### src/hw/rtl/npnf_pkg.sv
// Shared types, constants and lookup tables for the nested pixel neighbour finder.
// No dependencies; imported by every module of the block.
package npnf_pkg;

	// Fixed field widths.
	localparam int PIX_W = 30;
	localparam int NB_W = 31;
	localparam int ORDER_W = 4;
	localparam int FACE_W = 4;
	localparam int ORIENT_W = 3;
	localparam int NB_COUNT = 8;
	localparam int MAX_ORDER_DEF = 13;

	// Number of base faces; a face number at or above this is out of range.
	localparam logic [PIX_W-1:0] NUM_FACES = PIX_W'(12);

	// Neighbour code for "no neighbour": all ones in 31 bits.
	localparam logic [NB_W-1:0] NB_NONE = {NB_W{1'b1}};

	// Face table code for a missing neighbour face.
	localparam logic [FACE_W-1:0] FACE_NONE = 4'd15;

	// Orientation bits.
	localparam int ORIENT_FLIP_X = 0;
	localparam int ORIENT_FLIP_Y = 1;
	localparam int ORIENT_SWAP = 2;

	// Offsets of the eight neighbours in output order SW, W, NW, N, NE, E, SE, S.
	localparam int OFF_X_TAB [NB_COUNT] = '{-1, -1, 0, 1, 1, 1, 0, -1};
	localparam int OFF_Y_TAB [NB_COUNT] = '{0, 1, 1, 1, 0, -1, -1, -1};

	// Neighbour face by direction code (rows) and base face (columns).
	localparam logic [FACE_W-1:0] FACE_TAB [9][12] = '{
		'{4'd8, 4'd9, 4'd10, 4'd11, 4'd15, 4'd15, 4'd15, 4'd15, 4'd10, 4'd11, 4'd8, 4'd9},
		'{4'd5, 4'd6, 4'd7, 4'd4, 4'd8, 4'd9, 4'd10, 4'd11, 4'd9, 4'd10, 4'd11, 4'd8},
		'{4'd15, 4'd15, 4'd15, 4'd15, 4'd5, 4'd6, 4'd7, 4'd4, 4'd15, 4'd15, 4'd15, 4'd15},
		'{4'd4, 4'd5, 4'd6, 4'd7, 4'd11, 4'd8, 4'd9, 4'd10, 4'd11, 4'd8, 4'd9, 4'd10},
		'{4'd0, 4'd1, 4'd2, 4'd3, 4'd4, 4'd5, 4'd6, 4'd7, 4'd8, 4'd9, 4'd10, 4'd11},
		'{4'd1, 4'd2, 4'd3, 4'd0, 4'd0, 4'd1, 4'd2, 4'd3, 4'd5, 4'd6, 4'd7, 4'd4},
		'{4'd15, 4'd15, 4'd15, 4'd15, 4'd7, 4'd4, 4'd5, 4'd6, 4'd15, 4'd15, 4'd15, 4'd15},
		'{4'd3, 4'd0, 4'd1, 4'd2, 4'd3, 4'd0, 4'd1, 4'd2, 4'd4, 4'd5, 4'd6, 4'd7},
		'{4'd2, 4'd3, 4'd0, 4'd1, 4'd15, 4'd15, 4'd15, 4'd15, 4'd0, 4'd1, 4'd2, 4'd3}
	};

	// Orientation bits by direction code (rows) and face row (columns).
	localparam logic [ORIENT_W-1:0] ORIENT_TAB [9][3] = '{
		'{3'd0, 3'd0, 3'd3}, '{3'd0, 3'd0, 3'd6}, '{3'd0, 3'd0, 3'd0},
		'{3'd0, 3'd0, 3'd5}, '{3'd0, 3'd0, 3'd0}, '{3'd5, 3'd0, 3'd0},
		'{3'd0, 3'd0, 3'd0}, '{3'd6, 3'd0, 3'd0}, '{3'd3, 3'd0, 3'd0}
	};

	// Control that travels alongside each beat in the pipeline.
	typedef struct packed {
		logic valid;
		logic err;
		logic [ORDER_W-1:0] order;
	} ctl_t;

	// Neighbour face lookup; out-of-range codes give no face.
	function automatic logic [FACE_W-1:0] face_lookup(input logic [3:0] dir,
		input logic [FACE_W-1:0] face);
		logic [FACE_W-1:0] r;
		r = FACE_NONE;
		if (dir <= 4'd8 && face <= 4'd11) begin
			r = FACE_TAB[dir][face];
		end
		return r;
	endfunction

	// Orientation lookup by direction code and face row.
	function automatic logic [ORIENT_W-1:0] orient_lookup(input logic [3:0] dir,
		input logic [1:0] row);
		logic [ORIENT_W-1:0] r;
		r = '0;
		if (dir <= 4'd8 && row <= 2'd2) begin
			r = ORIENT_TAB[dir][row];
		end
		return r;
	endfunction

endpackage

### src/hw/rtl/npnf_unpack.sv
// Index unpack stage: splits a pixel index into base face and x/y by deinterleaving.
// Depends on npnf_pkg.
module npnf_unpack #(
	parameter int XY_W = 13
) (
	input  logic                    clk,
	input  logic                    arst_n,
	input  npnf_pkg::ctl_t          ctl_s1,
	input  logic [npnf_pkg::PIX_W-1:0] pix_s1,
	output npnf_pkg::ctl_t          ctl_s2,
	output logic [npnf_pkg::FACE_W-1:0] face_s2,
	output logic [XY_W-1:0]         ix_s2,
	output logic [XY_W-1:0]         iy_s2
);
	import npnf_pkg::*;

	localparam int SUB_W = 2 * XY_W;

	logic [PIX_W-1:0] shr;
	logic [SUB_W:0]   sub_mask_full;
	logic [SUB_W-1:0] sub;
	logic [XY_W-1:0]  ix;
	logic [XY_W-1:0]  iy;
	logic             err;

	// Face is the index shifted down by twice the order; beyond twelve faces is an error.
	always_comb begin
		shr = pix_s1 >> {ctl_s1.order, 1'b0};
		err = (shr >= NUM_FACES);
		sub_mask_full = ((SUB_W+1)'(1) << {ctl_s1.order, 1'b0}) - (SUB_W+1)'(1);
		sub = pix_s1[SUB_W-1:0] & sub_mask_full[SUB_W-1:0];
	end

	// Even bits give x, odd bits give y.
	always_comb begin
		for (int i = 0; i < XY_W; i++) begin
			ix[i] = sub[2*i];
			iy[i] = sub[2*i+1];
		end
	end

	// Control register.
	always_ff @(posedge clk or negedge arst_n) begin
		if (!arst_n) begin
			ctl_s2 <= '0;
		end else begin
			ctl_s2.valid <= ctl_s1.valid;
			ctl_s2.err <= err;
			ctl_s2.order <= ctl_s1.order;
		end
	end

	// Payload register.
	always_ff @(posedge clk) begin
		face_s2 <= shr[FACE_W-1:0];
		ix_s2 <= ix;
		iy_s2 <= iy;
	end

endmodule

### src/hw/rtl/npnf_lane.sv
// One neighbour direction: offset and wrap into the adjacent face, then re-interleave.
// Depends on npnf_pkg; instantiated once per direction by the top level.
module npnf_lane #(
	parameter int XY_W = 13,
	parameter int OFF_X = 0,
	parameter int OFF_Y = 0
) (
	input  logic                        clk,
	input  npnf_pkg::ctl_t              ctl_s2,
	input  logic [npnf_pkg::FACE_W-1:0] face_s2,
	input  logic [XY_W-1:0]             ix_s2,
	input  logic [XY_W-1:0]             iy_s2,
	output logic [npnf_pkg::NB_W-1:0]   nb_s4
);
	import npnf_pkg::*;

	logic [XY_W:0]         mask_full;
	logic [XY_W-1:0]       mask;
	logic                  unx, ovx, uny, ovy;
	logic [XY_W-1:0]       xw, yw, xf, yf;
	logic [3:0]            dir;
	logic [FACE_W-1:0]     f;
	logic [ORIENT_W-1:0]   bits;

	logic                  none_s3;
	logic [FACE_W-1:0]     f_s3;
	logic [XY_W-1:0]       x_s3;
	logic [XY_W-1:0]       y_s3;
	logic [ORDER_W-1:0]    order_s3;

	logic [NB_W-1:0]       spread;
	logic [NB_W-1:0]       v;

	// Offset the position, detect leaving the face and wrap modulo the side.
	always_comb begin
		mask_full = ((XY_W+1)'(1) << ctl_s2.order) - (XY_W+1)'(1);
		mask = mask_full[XY_W-1:0];
		unx = (OFF_X < 0) && (ix_s2 == '0);
		ovx = (OFF_X > 0) && (ix_s2 == mask);
		uny = (OFF_Y < 0) && (iy_s2 == '0);
		ovy = (OFF_Y > 0) && (iy_s2 == mask);
		if (OFF_X > 0) begin
			xw = (ix_s2 + XY_W'(1)) & mask;
		end else if (OFF_X < 0) begin
			xw = (ix_s2 - XY_W'(1)) & mask;
		end else begin
			xw = ix_s2;
		end
		if (OFF_Y > 0) begin
			yw = (iy_s2 + XY_W'(1)) & mask;
		end else if (OFF_Y < 0) begin
			yw = (iy_s2 - XY_W'(1)) & mask;
		end else begin
			yw = iy_s2;
		end
		dir = 4'd4 + (ovx ? 4'd1 : 4'd0) - (unx ? 4'd1 : 4'd0)
			+ (ovy ? 4'd3 : 4'd0) - (uny ? 4'd3 : 4'd0);
	end

	// Pick the neighbouring face and reorient the position into it.
	always_comb begin
		f = face_lookup(dir, face_s2);
		bits = orient_lookup(dir, face_s2[3:2]);
		xf = bits[ORIENT_FLIP_X] ? (xw ^ mask) : xw;
		yf = bits[ORIENT_FLIP_Y] ? (yw ^ mask) : yw;
	end

	// Stage 3 register.
	always_ff @(posedge clk) begin
		none_s3 <= ctl_s2.err || (f == FACE_NONE);
		f_s3 <= f;
		x_s3 <= bits[ORIENT_SWAP] ? yf : xf;
		y_s3 <= bits[ORIENT_SWAP] ? xf : yf;
		order_s3 <= ctl_s2.order;
	end

	// Interleave x and y and place the face above them.
	always_comb begin
		spread = '0;
		for (int i = 0; i < XY_W; i++) begin
			spread[2*i] = x_s3[i];
			spread[2*i+1] = y_s3[i];
		end
		v = (NB_W'(f_s3) << {order_s3, 1'b0}) | spread;
	end

	// Stage 4 register.
	always_ff @(posedge clk) begin
		nb_s4 <= none_s3 ? NB_NONE : v;
	end

endmodule

### src/hw/rtl/nested_pixel_neighbour_finder.sv
// Top level of the nested pixel neighbour finder: input stage, unpack and eight lanes.
// Depends on npnf_pkg, npnf_unpack and npnf_lane.
//
//  channel   ports                                      handshake
//  ------    -----                                      ---------
//  config    cfg_we, cfg_wdata                          write when cfg_we is high
//  input     start, busy, pixel_index                   taken when start && !busy
//  result    done, nb_sw .. nb_s, index_error           one cycle, marked by done
//
// One beat is taken every cycle; busy is always low. Four register stages (input register,
// unpack, offset and reorient, interleave) lie between the edge that takes a beat and the
// appearance of its result on the ports.
// Reset clears the order register and every valid bit; payload registers are not reset.
// The receiver cannot hold results off, so the pipeline never stalls.
module nested_pixel_neighbour_finder #(
	parameter int MAX_ORDER = npnf_pkg::MAX_ORDER_DEF
) (
	input  logic                             clk,
	input  logic                             arst_n,
	input  logic                             cfg_we,
	input  logic [npnf_pkg::ORDER_W-1:0]     cfg_wdata,
	input  logic                             start,
	output logic                             busy,
	input  logic [npnf_pkg::PIX_W-1:0]       pixel_index,
	output logic                             done,
	output logic signed [npnf_pkg::NB_W-1:0] nb_sw,
	output logic signed [npnf_pkg::NB_W-1:0] nb_w,
	output logic signed [npnf_pkg::NB_W-1:0] nb_nw,
	output logic signed [npnf_pkg::NB_W-1:0] nb_n,
	output logic signed [npnf_pkg::NB_W-1:0] nb_ne,
	output logic signed [npnf_pkg::NB_W-1:0] nb_e,
	output logic signed [npnf_pkg::NB_W-1:0] nb_se,
	output logic signed [npnf_pkg::NB_W-1:0] nb_s,
	output logic                             index_error
);
	import npnf_pkg::*;

	localparam int XY_W = (MAX_ORDER > 0) ? MAX_ORDER : 1;
	localparam logic [ORDER_W-1:0] ORDER_CAP = ORDER_W'(MAX_ORDER);

	logic [ORDER_W-1:0] order_q;
	logic [ORDER_W-1:0] order_c;
	ctl_t               ctl_s1;
	ctl_t               ctl_s2;
	ctl_t               ctl_s3;
	ctl_t               ctl_s4;
	logic [PIX_W-1:0]   pix_s1;
	logic [FACE_W-1:0]  face_s2;
	logic [XY_W-1:0]    ix_s2;
	logic [XY_W-1:0]    iy_s2;
	logic [NB_W-1:0]    nb_s4 [NB_COUNT];

	// The pipeline has no back-pressure, so a beat is taken every cycle.
	assign busy = 1'b0;

	// Resolution order register, clamped to the largest supported order.
	always_ff @(posedge clk or negedge arst_n) begin
		if (!arst_n) begin
			order_q <= '0;
		end else if (cfg_we) begin
			order_q <= cfg_wdata;
		end
	end

	assign order_c = (order_q > ORDER_CAP) ? ORDER_CAP : order_q;

	// Input stage.
	always_ff @(posedge clk or negedge arst_n) begin
		if (!arst_n) begin
			ctl_s1 <= '0;
		end else begin
			ctl_s1.valid <= start && !busy;
			ctl_s1.err <= 1'b0;
			ctl_s1.order <= order_c;
		end
	end

	always_ff @(posedge clk) begin
		pix_s1 <= pixel_index;
	end

	// Unpack into face and position.
	npnf_unpack #(
		.XY_W(XY_W)
	) u_unpack (
		.clk(clk),
		.arst_n(arst_n),
		.ctl_s1(ctl_s1),
		.pix_s1(pix_s1),
		.ctl_s2(ctl_s2),
		.face_s2(face_s2),
		.ix_s2(ix_s2),
		.iy_s2(iy_s2)
	);

	// One lane per neighbour direction.
	for (genvar g = 0; g < NB_COUNT; g++) begin : g_lane
		npnf_lane #(
			.XY_W(XY_W),
			.OFF_X(OFF_X_TAB[g]),
			.OFF_Y(OFF_Y_TAB[g])
		) u_lane (
			.clk(clk),
			.ctl_s2(ctl_s2),
			.face_s2(face_s2),
			.ix_s2(ix_s2),
			.iy_s2(iy_s2),
			.nb_s4(nb_s4[g])
		);
	end

	// Control follows the lanes through stages three and four.
	always_ff @(posedge clk or negedge arst_n) begin
		if (!arst_n) begin
			ctl_s3 <= '0;
			ctl_s4 <= '0;
		end else begin
			ctl_s3 <= ctl_s2;
			ctl_s4 <= ctl_s3;
		end
	end

	// Result ports.
	assign done = ctl_s4.valid;
	assign index_error = ctl_s4.err;
	assign nb_sw = nb_s4[0];
	assign nb_w = nb_s4[1];
	assign nb_nw = nb_s4[2];
	assign nb_n = nb_s4[3];
	assign nb_ne = nb_s4[4];
	assign nb_e = nb_s4[5];
	assign nb_se = nb_s4[6];
	assign nb_s = nb_s4[7];

endmodule
### config.mk
export PLATFORM = sky130hd
export DESIGN_NAME = nested_pixel_neighbour_finder
export DESIGN_NICKNAME = d
export VERILOG_FILES = /design/src/hw/rtl/npnf_pkg.sv /design/src/hw/rtl/npnf_unpack.sv /design/src/hw/rtl/npnf_lane.sv /design/src/hw/rtl/nested_pixel_neighbour_finder.sv
export SDC_FILE = /design/constraint.sdc
export NUM_CORES = 1
export LEC_CHECK = 0
export BUFFER_PORTS_ARGS = -buffer_cell sky130_fd_sc_hd__buf_2
export CAP_MARGIN = 20
export CORE_MARGIN = 5
export CORE_UTILIZATION = 52
export DETAILED_ROUTE_END_ITERATION = 6
export HOLD_SLACK_MARGIN = 0.06
export PLACE_DENSITY = 0.76
export SYNTH_ARGS = -nofsm -noshare
export SYNTH_HDL_FRONTEND = slang
export SYNTH_SLANG_ARGS = --single-unit
export TNS_END_PERCENT = 100
### constraint.sdc
create_clock -name clk -period 5.3 [get_ports clk]
set_clock_uncertainty 0.05 [all_clocks]
set_input_delay 0.265 -clock clk [delete_from_list [all_inputs] [get_ports clk]]
set_output_delay 0.265 -clock clk [all_outputs]
set_load 0.01 [all_outputs]
### Word-level counts from Yosys, hierarchy flattened

Memory sizes are Yosys's and may differ from the RTL's.
Cells that the tools add are included.

| word-level totals | value |
|---|---|
| bits in registers | 579 |
| logic and storage cells | 316 |
| input port bits | 38 |
| memories | 16 |
| bits in read-only memories | 7296 |
| output and inout bits | 251 |

| operators by class | value |
|---|---|
| order comparisons | 22 |
| add/subtract/negate cells | 14 |
| multiplexer cells | 133 |
| bitwise operators | 29 |
| shift-type cells | 11 |
| equal/unequal tests | 10 |
| reduce and logical (&&, ||, !) cells | 26 |

Memories:

| name | depth | bits a word | rd ports | clocked after Yosys merged registers in | wr ports | RTL line | source |
|---|---|---|---|---|---|---|---|
| (no name shown) | 16 | 48 | 1 | 0 | 0 | npnf_pkg.sv:65 | `r = FACE_TAB[dir][face];` |
| (no name shown) | 16 | 48 | 1 | 0 | 0 | npnf_pkg.sv:65 |  |
| (no name shown) | 16 | 48 | 1 | 0 | 0 | npnf_pkg.sv:65 |  |
| (no name shown) | 16 | 48 | 1 | 0 | 0 | npnf_pkg.sv:65 |  |
| (no name shown) | 16 | 48 | 1 | 0 | 0 | npnf_pkg.sv:65 |  |
| (no name shown) | 16 | 48 | 1 | 0 | 0 | npnf_pkg.sv:65 |  |
| +10 memories | -- | -- | -- | -- | -- | -- |  |

Operator list:

| kind | count |
|---|---|
| 48-bit 2-to-1 mux | 16 |
| 13-bit 2-to-1 mux | 32 |
| 31-bit by 26-bit bitwise OR with 31-bit output | 8 |
| 4-bit by 5-bit left shift with 31-bit output | 8 |
| 9-bit 2-to-1 mux | 16 |
| 4-bit binary-select mux with 4-bit select | 8 |
| 4-bit 2-to-1 mux | 25 |
| 13-bit bitwise XOR | 6 |
| 3-bit 2-to-1 mux | 24 |
| 13-bit bitwise AND | 4 |
| 3-bit binary-select mux with 2-bit select | 8 |
| 5-bit greater-or-equal comparator, second input constant | 9 |
| 4-bit NOT with 5-bit output | 9 |
| 4-bit less-or-equal comparator, second input constant | 9 |
| 4-bit == test, second input constant | 8 |
| 30-bit by 4-bit greater-or-equal comparator with 1-bit output, second input constant | 1 |
| 30-bit by 5-bit >> shifter with 30-bit output | 1 |
| 13-bit by 1-bit adder with 13-bit output, second input constant | 2 |
| 26-bit bitwise AND | 1 |
| 13-bit == test | 2 |
| 13-bit logical NOT | 2 |
| 1-bit by 5-bit left shift with 26-bit output, first input constant | 1 |
| 13-bit by 1-bit subtractor with 13-bit output, second input constant | 2 |
| 26-bit by 2-bit subtractor with 26-bit output, second input constant | 1 |
| 16 further kinds | 42 |

### Logic depth before layout (Yosys ltp)

| logic depth | value |
|---|---|
| word-level depth | 16 |
| mapped depth | 24 |
| mapped depth without buffers | 17 |

### Hierarchy

A second synthesis with hierarchy kept.

| unflattened totals | value |
|---|---|
| cell total of the unflattened synthesis | 3236 |
| area, all modules | 30215.2 sq um |

By module, submodules not included:

| module | instances | area each (sq um) | cells an instance | seq. area each (sq um) |
|---|---|---|---|---|
| npnf_lane (g_lane[3].u_lane) | 1 | 3865.0 | 449 | 1321.3 |
| npnf_lane (g_lane[7].u_lane) | 1 | 3861.2 | 443 | 1321.3 |
| npnf_lane (g_lane[5].u_lane) | 1 | 3836.2 | 433 | 1321.3 |
| npnf_lane (g_lane[1].u_lane) | 1 | 3803.6 | 435 | 1321.3 |
| npnf_lane (g_lane[4].u_lane) | 1 | 3173.0 | 318 | 1321.3 |
| npnf_lane (g_lane[2].u_lane) | 1 | 3126.7 | 308 | 1321.3 |
| npnf_lane (g_lane[0].u_lane) | 1 | 2715.1 | 279 | 1321.3 |
| npnf_lane (g_lane[6].u_lane) | 1 | 2696.3 | 280 | 1321.3 |
| npnf_unpack | 1 | 2132.0 | 238 | 750.7 |
| nested_pixel_neighbour_finder | 1 | 1006.0 | 53 | 925.9 |

### Worst setup path before layout

Ideal clock, no wire load.

| timing path | value |
|---|---|
| path kind | register to register |
| start | reg, netlist name u_unpack.ctl_s2[3] |
| end | reg g_lane[5].u_lane.y_s3[0] |
| arrival time | 5.268 ns |
| path slack | -0.153 ns |
| period minus slack after synthesis | 5.453 ns |
| data required time | 5.115 ns |
| setup time | 0.135 ns |
| buffers on the path | 5 |
| stages on the path, launching flop included | 20 |
| path through | dfrtp_1 -> buf_2 -> clkbuf_1 -> clkbuf_1 -> nor2_1 -> nand2_1 -> ha_1 -> clkbuf_1 -> inv_1 -> o211ai_1 -> a2111oi_0 -> or3b_2 -> or3_1 -> inv_1 -> ha_1 -> nand3_1 -> a21oi_1 -> clkbuf_1 -> mux2i_1 -> mux2i_1 |

| between the ends | value |
|---|---|
| word-level cells in the longest chain between the ends | 16 |
| elaborated cells between the ends (all ways) | 23 |
| those cells by class | add/sub (3); order compare (1); eq/ne (1); shift (1); mux (10); bitwise (5); reduce/logical (1); memory (1) |

RTL lines:

| what | RTL line | source |
|---|---|---|
| 1-bit by 4-bit left shift with 13-bit output (*) | npnf_lane.sv:36 | `mask_full = ((XY_W+1)'(1) << ctl_s2.order) - (XY_W+1)'(1);` |
| 13-bit by 2-bit subtractor with 13-bit output (*) | npnf_lane.sv:36 |  |
| 13-bit == test | npnf_lane.sv:39 | `ovx = (OFF_X > 0) && (ix_s2 == mask);` |
| 1-bit 2-to-1 mux | npnf_lane.sv:56 | `dir = 4'd4 + (ovx ? 4'd1 : 4'd0) - (unx ? 4'd1 : 4'd0)` |
| 3-bit by 4-bit adder with 4-bit output | npnf_lane.sv:56 |  |
| 4-bit subtractor | npnf_lane.sv:57 | `+ (ovy ? 4'd3 : 4'd0) - (uny ? 4'd3 : 4'd0);` |
| 4-bit NOT with 5-bit output (implied by the code) | npnf_pkg.sv:76 | `r = ORIENT_TAB[dir][row];` |
| memory read 16 x 9 bit | -- |  |
| 9-bit 2-to-1 mux (implied by the code) (2 in series) | npnf_pkg.sv:76 |  |
| 3-bit binary-select mux with 2-bit select | npnf_pkg.sv:76 |  |
| 3-bit 2-to-1 mux (implied by the code) (2 in series) | npnf_pkg.sv:76 |  |
| 3-bit 2-to-1 mux | npnf_pkg.sv:75 | `if (dir <= 4'd8 && row <= 2'd2) begin` |
| 13-bit 2-to-1 mux, on equally long branches | npnf_lane.sv:65, npnf_lane.sv:64 |  |
| 13-bit 2-to-1 mux (*) | npnf_lane.sv:73 | `y_s3 <= bits[ORIENT_SWAP] ? xf : yf;` |
| end signal: assignment | npnf_lane.sv:73 |  |
| end: declaration | npnf_lane.sv:28 | `logic [XY_W-1:0] y_s3;` |

Mark *: on every way between the ends. The rest lies on a longest branch, timed or not. The select of a mux whose other input is x is not followed.
A chain may end at the register's enable or synchronous reset.

### Final worst setup path

| timing path | value |
|---|---|
| start | reg, netlist name u_unpack.ctl_s2[0] |
| end | reg g_lane[3].u_lane.x_s3[1] |

| between the ends | value |
|---|---|
| word-level cells in the longest chain between the ends | 16 |
| elaborated cells between the ends (all ways) | 25 |
| those cells by class | add/sub (3); order compare (1); eq/ne (2); shift (1); mux (11); bitwise (5); reduce/logical (1); memory (1) |

RTL lines:

| what | RTL line | source |
|---|---|---|
| 1-bit by 4-bit left shift with 13-bit output (*) | npnf_lane.sv:36 |  |
| 13-bit by 2-bit subtractor with 13-bit output (*) | npnf_lane.sv:36 |  |
| 13-bit == test | npnf_lane.sv:39 |  |
| 1-bit 2-to-1 mux | npnf_lane.sv:56 |  |
| 3-bit by 4-bit adder with 4-bit output | npnf_lane.sv:56 |  |
| 4-bit adder | npnf_lane.sv:57 |  |
| 4-bit NOT with 5-bit output (implied by the code) | npnf_pkg.sv:76 |  |
| memory read 16 x 9 bit | -- |  |
| 9-bit 2-to-1 mux (implied by the code) (2 in series) | npnf_pkg.sv:76 |  |
| 3-bit binary-select mux with 2-bit select | npnf_pkg.sv:76 |  |
| 3-bit 2-to-1 mux (implied by the code) (2 in series) | npnf_pkg.sv:76 |  |
| 3-bit 2-to-1 mux | npnf_pkg.sv:75 |  |
| 13-bit 2-to-1 mux, on equally long branches | npnf_lane.sv:64, npnf_lane.sv:65 |  |
| 13-bit 2-to-1 mux (*) | npnf_lane.sv:72 | `x_s3 <= bits[ORIENT_SWAP] ? yf : xf;` |
| end signal: assignment | npnf_lane.sv:72 |  |
| end: declaration | npnf_lane.sv:27 | `logic [XY_W-1:0] x_s3;` |

Marked as above.

==> metrics.md <==
| Metric | Value |
|---|---|
| Gr usage total | `0.3242` |
| Critical path peak fanout | `13` |
| Yosys warns | `0` |
| Critical Path Start Type | `flip-flop` |
| Main synth FF type | `dfxtp_1` |
| Clk sink count | `576` |
| CP top delay family | `simple AND/OR/NAND/NOR gates` |
| DIE HEIGHT | `221.2 um` |
| Starting DRT DRC Count | `2532` |
| Sequential share of the synthesized area | `0.5013` |
| Clock Path Buffers | `3` |
| Pwr dens | `443.6 mW/mm2` |
| Synth Instances | `2483` |
| Flip-flop and latch count after synthesis | `576` |
| RSZ-0062 raised after global routing | `no` |
| First-pass GRT wire length | `123000 um` |
| CP bufs+invs | `4` |
| Worst-path cell chain | `nor2_1, nand2_1, ha_1, inv_1, o211ai_1, a2111oi_0, or3b_2, or3_1, inv_1, buf_4, ha_1, nor2_1, nor2_1, buf_4, xor2_1, nor2_1, a211oi_1` |
| Crit Path Class | `flip-flop to flip-flop` |
| Post-route cell area | `0.02759 mm2` |
| Worst flop-to-flop path endpoint | `g_lane[3].u_lane.x_s3[1]$_DFF_P_` |
| Core area | `0.04412 mm2` |
| CTS tree | `done` |
| Slowest CP cell | `or3_1` |
| Fin nets | `2841` |
| R2R cell count | `17` |
| # rows | `77` |
| Ratio of cells with drive above 1 in the final layout | `0.1835` |
| Reg2reg start | `u_unpack.ctl_s2[0]$_DFF_PN0_` |
| Max Cap Viol | `0` |
| Mean area per synthesized cell | `9.339 um2` |
| Worst-Margin Slew | `1131 ps` |
| Maximum vdd ir drop | `0.2956 mV` |
| Die width | `221.2 um` |
| CTS Root Cell | `clkbuf_16` |
| Relative slew slack | `0.2452` |
| Arrival time worst endpoint | `5260 ps` |
| Syn-to-layout area delta | `18.99%` |
| Post-DP HPWL | `59820 um` |
| Sequential share of power | `0.441` |
| WL/cell | `24.71 um` |
| Outcome | `completed` |
| Final hold vios | `0` |
| Vias | `20460` |
| Clk_lat worst skew | `610 ps` |
| Final worst-path cycle share | `0.9045` |
| Post-Syn Nets | `2574` |
| Finish-stage setup viols | `0` |
| CP peak stage delay | `610 ps` |
| Total CTS buffers | `55` |
| Post-cts resize count | `0` |
| Largest net degree at the start of global routing | `82` |
| Initial antenna violation count | `5` |
| Most frequent cells in the layout | `dfxtp_1 (554), nand2_1 (295), buf_2 (287), nor2_1 (228), o21ai_0 (149)` |
| Number of global-route vias before repair | `20050` |
| Internal power | `8.307 mW` |
| Clk slew on worst S/H paths | `70 ps` |
| Tmin final | `4794 ps` |
| ANT nets after route | `0` |
| Worst min-delay path class | `input pin to asynchronous set/reset pin` |
| Vias per cell | `6.040` |
| Comb pwr share | `0.218` |
| Number of flops mapped to enable cells by yosys | `0` |
| Commonest non-fill, non-tap cell in the layout | `dfxtp_1` |
| Leakage power | `11.18 nW` |
| Cell variety after synth | `70` |
| Ports | `289` |
| H-Tree Level Count | `2` |
| Starting Density | `0.5255` |
| Async set-reset flop share out of synthesis | `0.03299` |
| Most frequent CP cell | `nor2_1` |
| Max-slew violation count | `0` |
| Global route overflow | `0` |
| DRC Markers | `0` |
| Fmax | `208.6 MHz` |
| WP data required | `5760 ps` |
| DR pass1 iterations | `6` |
| Final WL | `83730 um` |
| Port bufs | `287` |
| Critical path capture point type | `flip-flop` |
| Placed inst area | `0.02518 mm2` |
| Switching part of the total | `0.3213` |
| NetSw | `3.932 mW` |
| Die area | `0.04892 mm2` |
| Reg-to-reg slack, setup | `510 ps` |
| Clock power frac | `0.341` |
| Mapped cell area | `0.02319 mm2` |
| TNS Setup | `0 ps` |
| Gpl congestion | `1.034` |
Yosys cell counts, drive strengths merged (38+ instances only):
cell      n  share of area
nor2    231          0.037
a21oi   103          0.022
a211o   146          0.055
xor2     57          0.022
xnor2   100          0.038
buf      38         0.0088
dfxtp   557           0.48
nand3    62          0.013
o21ai   155          0.033
nand2   295          0.048
mux2i    46          0.020
o22ai    53          0.014
ha       53          0.029
clkbuf  159          0.026
a21o     45          0.015
power by group through the flow:
stage / logic [mW] / clock network [mW] / registers, mW
after detailed placement: 2.52 / 0 / 5.48
final: 2.67 / 4.17 / 5.40
after global routing: 2.82 / 4.38 / 5.44
after CTS: 2.57 / 4.20 / 5.40
after floorplan: 1.53 / 0 / 5.33
after global placement: 2.50 / 0 / 5.46
state kept, by name (all words and copies together) (netlist names):
name	count
g_lane.u_lane.nb_s4	248
ctl_s1	5
ctl_s3	2
u_unpack.iy_s2	13
u_unpack.ix_s2	13
g_lane.u_lane.y_s3	104
g_lane.u_lane.x_s3	104
pix_s1	30
u_unpack.face_s2	4
index_error	1
g_lane.u_lane.none_s3	5
u_unpack.ctl_s2	6
order_q	4
g_lane.u_lane.f_s3	32
g_lane.u_lane.order_s3	4
done	1
layer usage:
metal	GRT usage	vias up	routed length (um)
li1	-	9180	-
met1	0.4156	9693	32660
met2	0.5163	1318	37750
met3	0.06573	266	8264
met4	0.1773	6	5007
met5	0	-	41
cell families after synthesis:
logic type               synth area share
other                           0.0001617
AND/OR/NAND/NOR                    0.1413
buffers and inverters             0.04020
AO/OA/AOI/OAI                      0.1904
adder cells (fa/ha/maj)           0.02860
multiplexers                      0.03879
XOR/XNOR                          0.05930
flip-flops                         0.5013
per-stage QoR:
| step | util | power (mW) | std cells | hold slack [ps] | setup WS, ps |
|---|---|---|---|---|---|
| after floorplan | - | 6.858 | 2483 | -80.59 | 1.913 |
| after global placement | 0.5707 | 7.968 | 3243 | 177.4 | 696.5 |
| after detailed placement | 0.5707 | 8.004 | 3243 | 184.9 | 630.9 |
| after CTS | 0.6240 | 12.17 | 3385 | 74.41 | 584.5 |
| after global routing | 0.6253 | 12.64 | 3387 | 141.0 | 266.0 |
| final | 0.6253 | 12.24 | 3388 | 93.41 | 506.0 |
layout make-up:
class / instances / area (um2)
diodes: 1 / 2.502
multi-input cells: 1675 / 10660
clock buffers: 73 / 1555
inverters: 35 / 131.4
repair buffers: 407 / 2477
well taps: 592 / 740.7
flip-flops and latches: 576 / 11630
fillers: 3690 / 16530
clock inverters: 29 / 395.4
repair_timing:
item	4_1_cts	5_1_grt
endpoints found under the hold margin	54	0
hold buffers	40	0
setup buffers	0	0
worst max path at each step:
stage | startpoint | to | cells after the start
6_report | u_unpack.ctl_s2[0]$_DFF_PN0_ | g_lane[3].u_lane.x_s3[1]$_DFF_P_ | 17
2_1_floorplan | u_unpack.ctl_s2[3]$_DFF_PN0_ | g_lane[5].u_lane.y_s3[0]$_DFF_P_ | 19
3_3_place_gp | u_unpack.ctl_s2[0]$_DFF_PN0_ | g_lane[1].u_lane.none_s3$_DFF_P_ | 17
5_1_grt | u_unpack.ctl_s2[0]$_DFF_PN0_ | g_lane[3].u_lane.x_s3[1]$_DFF_P_ | 17
3_5_place_dp | u_unpack.ctl_s2[0]$_DFF_PN0_ | g_lane[3].u_lane.x_s3[1]$_DFF_P_ | 17
4_1_cts | u_unpack.ctl_s2[0]$_DFF_PN0_ | g_lane[3].u_lane.x_s3[1]$_DFF_P_ | 17
(Power assumes the default switching activity.)
